$ cat src/hw/rtl/cpcn_pkg.sv
// Shared constants and types for the circle pair collision normal block.
// No dependencies; imported by every module of the block.
`default_nettype none
package cpcn_pkg;
    localparam int COORD_WIDTH_DEF   = 24;
    localparam int DIR_FRAC_BITS_DEF = 14;
    localparam int PUSH_WIDTH        = 16;
    localparam int FLAG_WIDTH        = 2;

    typedef struct packed {
        logic neg_x;
        logic neg_y;
        logic degen;
        logic hit;
    } cpcn_flags_t;
endpackage
`default_nettype wire

$ cat src/hw/rtl/cpcn_front.sv
// Front end: differences, squares, hit test and degenerate detection (three stages).
// Depends on cpcn_pkg.
`default_nettype none
module cpcn_front import cpcn_pkg::*; #(
    parameter int COORD_WIDTH = COORD_WIDTH_DEF
) (
    input  wire logic                          aclk,
    input  wire logic                          aresetn,
    input  wire logic                          en,
    input  wire logic                          in_valid,
    input  wire logic signed [COORD_WIDTH-1:0] first_x,
    input  wire logic signed [COORD_WIDTH-1:0] first_y,
    input  wire logic        [COORD_WIDTH-2:0] first_radius,
    input  wire logic signed [COORD_WIDTH-1:0] second_x,
    input  wire logic signed [COORD_WIDTH-1:0] second_y,
    input  wire logic        [COORD_WIDTH-2:0] second_radius,
    output logic                               out_valid,
    output cpcn_flags_t                        out_flags,
    output logic [2*COORD_WIDTH+2:0]           out_dsq,
    output logic [2*COORD_WIDTH+1:0]           out_ux2,
    output logic [2*COORD_WIDTH+1:0]           out_uy2
);
    localparam int UW = COORD_WIDTH + 1;
    localparam int SW = 2 * UW;

    logic signed [UW-1:0] dx, dy;
    logic [UW-1:0] ux_next, uy_next;

    // stage 1
    logic                   v1_reg;
    logic [UW-1:0]          ux_reg, uy_reg;
    logic [COORD_WIDTH-1:0] rsum_reg;
    logic                   rzero1_reg, negx1_reg, negy1_reg;
    // stage 2
    logic                     v2_reg;
    logic [SW-1:0]            x2_reg, y2_reg;
    logic [2*COORD_WIDTH-1:0] r2_reg;
    logic                     rzero2_reg, negx2_reg, negy2_reg;
    // stage 3
    logic          v3_reg;
    cpcn_flags_t   flags_reg;
    logic [SW:0]   dsq_reg;
    logic [SW-1:0] ux2_reg, uy2_reg;
    logic [SW:0]   dsq_next;

    assign dx = {first_x[COORD_WIDTH-1], first_x} - {second_x[COORD_WIDTH-1], second_x};
    assign dy = {first_y[COORD_WIDTH-1], first_y} - {second_y[COORD_WIDTH-1], second_y};
    assign ux_next = dx[UW-1] ? UW'(-dx) : UW'(dx);
    assign uy_next = dy[UW-1] ? UW'(-dy) : UW'(dy);
    assign dsq_next = {1'b0, x2_reg} + {1'b0, y2_reg};

    always_ff @(posedge aclk) begin
        if (!aresetn) begin
            v1_reg <= 1'b0;
            v2_reg <= 1'b0;
            v3_reg <= 1'b0;
        end else if (en) begin
            v1_reg <= in_valid;
            v2_reg <= v1_reg;
            v3_reg <= v2_reg;
        end
    end

    always_ff @(posedge aclk) begin
        if (en) begin
            ux_reg     <= ux_next;
            uy_reg     <= uy_next;
            rsum_reg   <= {1'b0, first_radius} + {1'b0, second_radius};
            rzero1_reg <= (first_radius == '0);
            negx1_reg  <= dx[UW-1];
            negy1_reg  <= dy[UW-1];

            x2_reg     <= ux_reg * ux_reg;
            y2_reg     <= uy_reg * uy_reg;
            r2_reg     <= rsum_reg * rsum_reg;
            rzero2_reg <= rzero1_reg;
            negx2_reg  <= negx1_reg;
            negy2_reg  <= negy1_reg;

            dsq_reg         <= dsq_next;
            ux2_reg         <= x2_reg;
            uy2_reg         <= y2_reg;
            flags_reg.hit   <= (dsq_next <= (SW+1)'(r2_reg));
            flags_reg.degen <= rzero2_reg || (dsq_next == '0);
            flags_reg.neg_x <= negx2_reg;
            flags_reg.neg_y <= negy2_reg;
        end
    end

    assign out_valid = v3_reg;
    assign out_flags = flags_reg;
    assign out_dsq   = dsq_reg;
    assign out_ux2   = ux2_reg;
    assign out_uy2   = uy2_reg;
endmodule
`default_nettype wire

$ cat config.mk
export PLATFORM = sky130hd
export DESIGN_NAME = cpcn_front
export DESIGN_NICKNAME = d
export VERILOG_FILES = /design/src/hw/rtl/cpcn_pkg.sv /design/src/hw/rtl/cpcn_front.sv
export SDC_FILE = /design/constraint.sdc
export NUM_CORES = 2
export LEC_CHECK = 0
export BUFFER_PORTS_ARGS = -buffer_cell sky130_fd_sc_hd__buf_2
export CORE_MARGIN = 2
export CORE_UTILIZATION = 55
export DETAILED_ROUTE_END_ITERATION = 7
export PLACE_DENSITY = 0.8
export SYNTH_ARGS = -nofsm -noshare
export SYNTH_HDL_FRONTEND = slang
export SYNTH_SLANG_ARGS = --single-unit
$ cat constraint.sdc
create_clock -name aclk -period 18.5 [get_ports aclk]
set_input_delay 3.7 -clock aclk [delete_from_list [all_inputs] [get_ports aclk]]
set_output_delay 3.7 -clock aclk [all_outputs]
set_load 0.05 [all_outputs]
## After elaboration in Yosys (flattened, before gate mapping)

Index checks and enable logic that the tools add are counted.

- $add $sub $neg: 6
- Multiply operators: 3
- Magnitude comparators: 1
- Mux-type cells: 2
- Reductions and logical operators: 3

Operators by type and width:

| operator | number |
|---|---|
| multiplier 25 x 25 -> 50 bit | 2 |
| adder 50 x 50 -> 51 bit | 1 |
| less-or-equal comparator 51 x 48 -> 1 bit | 1 |
| logical NOT 51 bit | 1 |
| negation 25 bit | 2 |
| subtractor 24 x 24 -> 25 bit | 2 |
| multiplier 24 x 24 -> 48 bit | 1 |
| 2-to-1 mux 24 bit | 2 |
| adder 23 x 23 -> 24 bit | 1 |
| logical NOT 23 bit | 1 |
| logical OR 1 bit | 1 |

- Register bits: 386
- Input bits: 146
- Output and inout bits: 156

## Longest topological paths before layout

- Word-level depth: 3
- Gate-level depth with buffers: 30
- Gate-level depth less buffers: 29

## Worst setup path after synthesis

OpenSTA, ideal clock, no wires.

- Path type: flip-flop to flip-flop
- Start point: register ux_reg[18]
- End point: register x2_reg[41] (data pin)
- Setup time: 260 ps
- Arrival: 7111 ps
- Data required time: 18240 ps
- Path slack: 11129 ps
- Cell stages (with the launch flop): 29
- Path buffers: 2
- Period minus slack after synthesis: 7371 ps
- Cells stage by stage: edfxtp_1 -> clkbuf_1 -> clkbuf_1 -> nand2_1 -> fa_1 -> inv_1 -> fa_1 -> inv_1 -> fa_1 -> fa_1 -> inv_1 -> fa_1 -> fa_1 -> inv_1 -> fa_1 -> inv_1 -> ha_1 -> a211o_1 -> a21oi_1 -> nand2_1 -> o21ai_0 -> a21oi_1 -> a31oi_1 -> o21ai_0 -> a21o_1 -> a221o_1 -> a21oi_1 -> o221ai_1 -> xnor2_1

- Word-level cells in the longest chain between the ends: 1

Ends and longest elaborated chain:

| what | RTL line | RTL |
|---|---|---|
| from (decl) | cpcn_front.sv:31 | `logic [UW-1:0] ux_reg, uy_reg;` |
| from (signal assigned) | cpcn_front.sv:66 | `ux_reg <= ux_next;` |
| multiplier 25 x 25 -> 50 bit | cpcn_front.sv:73 | `x2_reg <= ux_reg * ux_reg;` |
| to (signal assigned) | cpcn_front.sv:73 |  |
| to (decl) | cpcn_front.sv:36 | `logic [SW-1:0] x2_reg, y2_reg;` |

Every way passes these cells.
A chain may end at the register's enable or synchronous reset.

## Worst setup path in the final report

- Start point: register uy_reg[3]
- End point: register y2_reg[46] (data pin)

- Word-level cells in the longest chain between the ends: 1

Ends and longest elaborated chain:

| what | RTL line | RTL |
|---|---|---|
| from (decl) | cpcn_front.sv:31 |  |
| from (signal assigned) | cpcn_front.sv:67 | `uy_reg <= uy_next;` |
| multiplier 25 x 25 -> 50 bit | cpcn_front.sv:74 | `y2_reg <= uy_reg * uy_reg;` |
| to (signal assigned) | cpcn_front.sv:74 |  |
| to (decl) | cpcn_front.sv:36 |  |

Every way passes these cells.

==> key figures <==
Clock network
  – Setup Buffers After CTS: 0
  – CTS sink count: 381
  – Reg clk slew, reported paths: 0.06 ns
  – Clock latency on the worst-skew pair: 0.64 ns
  – CTS tree: done
  – Hold Buf Count CTS: 0
  – H-Tree Depth: 2
  – CTS root buffer: clkbuf_16
  – Post_cts resized: 0
  – Cts bufs inserted: 46
  – Clk buf depth: 3

Finish
  – Most frequent cells in the layout: inv_1, fa_1, ha_1
  – Largest register FFs: 51
  – P&R area growth vs syn: 6.98%
  – Most common library cell in the layout ignoring fill and taps: inv_1
  – Final net count: 9741
  – Layout cells sized above 1: 6.53%
  – Final Instance Area: 75900 sq um

Min path
  – HP Class: flop to flop
  – Hold_sp: negx2_reg
  – Hold depth: 0
  – Worst Hold End: out_flags[3]

Setup path
  – RR Endpoint: y2_reg[46]
  – CP max stage cell: edfxtp_1
  – Reg2reg setup slack: around 9 ns
  – Critical path peak fanout: 24
  – R2R depth: 28
  – RR Startpoint: uy_reg[3]
  – Buffer and inverter count on the worst path: 7
  – CP Class: flop to flop
  – Worst path required time: 18.88 ns
  – Cell mode on critical path: inv_1
  – Crit path max-delay family: compound AO/OA/AOI/OAI gates
  – CP Capture Type: flop
  – Crit path DAT: a little under 10 ns
  – Max incr delay on CP: 0.99 ns
  – Worst setup SP type: flop

Detailed routing
  – DRT iter0 DRCs: 4036
  – First-pass DRT Iterations: 6
  – Via count: 50567
  – Drt total wl: 176000 microns
  – Detail Route Antenna Nets: 0
  – Post-DR wirelength/cell: 19.0 microns
  – Vias per cell: 5.48
  – Remaining DRCs: 0

Die
  – Io pins: 302
  – Initial Util: 55.5%
  – # rows: 131
  – Chip Width: 363 microns
  – Die area: about 130000 sq um
  – Core Box Area: around 130000 sq um
  – Die H: 363 microns

Timing
  – Clk_skew: 0.0231 ns
  – Final cycle utilization of the critical path: 50.9%
  – WHS: 0.420 ns
  – Fin. max-slew vios: 0
  – Fin Setup TNS: 0 ns
  – Endpoints failing hold: 0
  – Time the worst path needs with I/O delays and setup: 9.41 ns
  – Worst-Margin Slew: 1.26 ns
  – Count of final setup violators: 0
  – Max Clk Rate: 106 MHz
  – Max_slew headroom: 16.3%
  – Unrepaired setup endpoints after global routing: false

Place
  – IO buf count: 299
  – Global placer's final weighted congestion: 0.955
  – Dpl hpwl: 143000 microns
  – Placement Cell Area: 74500 sq um

Logic synthesis
  – Synth warn: 0
  – Register area share after synthesis: 16.1%
  – Number of enable flip-flop cells after synthesis: 378
  – Flop and latch count out of synthesis: 381
  – Synthesized instance count: 7275
  – Synth unique cells: 89
  – Main synth FF type: edfxtp_1
  – Avg Cell Area, Syn: slightly below 10 sq um
  – Cell Area, Synth: ~71000 sq um
  – Post-synth ARST share: 0%

Global routing
  – Vias in the first global route: 55041
  – Largest net degree at the start of global routing: 89
  – GRT Residual Overflow: 0
  – First-pass GRT wire length: 284000 microns
  – Total GRT Usage: between 20% and 30%
  – Initial antenna violation count: 14

Flow run
  – Max Cap Violations: 0

Status
  – Outcome: complete, no violations
[worst max-delay path by stage]
stage	startpoint	end	depth (start not counted)
detailed placement	uy_reg[3]	y2_reg[46]	28
finish	uy_reg[3]	y2_reg[46]	28
global route	uy_reg[3]	y2_reg[48]	28
floorplan	ux_reg[18]	x2_reg[41]	28
global placement	uy_reg[3]	y2_reg[48]	28
CTS	uy_reg[3]	y2_reg[46]	28
[cells by family after synthesis]
family | count (synthesis) | synth area share, %
buffers and inverters | 2240 | 11.9
adders and majority gates | 2077 | 50.9
AOI/OAI and AO/OA | 755 | 6.78
and+or+nand+nor | 1499 | 10.3
xor gates and xnor gates | 309 | 3.81
other | 1 | 0.00528
muxes | 13 | 0.189
DFF | 381 | 16.1
[layer usage]
layer | track usage [%] | wire length, microns | vias to the layer above
met3 | 5.73 | 16300 | 477
met1 | 34.7 | 66700 | 25275
li1 | - | - | 22643
met4 | 11.5 | 8190 | 6
met5 | 0 | 40 | -
met2 | 46.4 | 84300 | 2166
[through the flow]
stage / utilization, % / instances / setup slack [ns]
4_1_cts: 59.4 / 9216 / 9.24
5_1_grt: 59.4 / 9216 / 8.77
3_3_place_gp: 58.2 / 9132 / 9.51
3_5_place_dp: 58.2 / 9132 / 9.23
6_report: 59.4 / 9220 / 9.09
2_1_floorplan: - / 7276 / 11.13
[synth_stat cells (all sizes together) (9+ instances only)]
cell | number | area share [%]
inv | 2055 | 11
fa | 1356 | 38
ha | 721 | 13
nand2 | 618 | 3.3
edfxtp | 378 | 16
and2 | 360 | 3.2
a21oi | 239 | 1.7
xnor2 | 210 | 2.6
nor2 | 201 | 1.1
clkbuf | 178 | 0.94
o21ai | 149 | 1.1
a21o | 121 | 1.3
xor2 | 99 | 1.2
nor2b | 49 | 0.43
nand3 | 47 | 0.33
nor3 | 38 | 0.27
o21bai | 38 | 0.40
nand2b | 37 | 0.33
a31oi | 34 | 0.32
nand4 | 32 | 0.28
o21a | 31 | 0.33
and3 | 24 | 0.21
a211oi | 22 | 0.24
or2 | 19 | 0.17
nor4 | 18 | 0.17
or3 | 17 | 0.15
o211ai | 16 | 0.17
o31ai | 16 | 0.17
mux2i | 10 | 0.14
a21boi | 9 | 0.10
[area by class of cell]
type | count | area, sq um
antenna | 4 | 10.0
clock buffer | 50 | 1190
clock inverter | 34 | 280
fill | 10323 | 51900
inverter | 2055 | 7710
multi-input combinational | 4655 | 51200
sequential | 381 | 11400
tap | 1662 | 2080
timing repair buffer | 379 | 2110
Power is not shown: default switching activity piles up to over one toggle a cycle in this logic, so the estimate is an artifact.
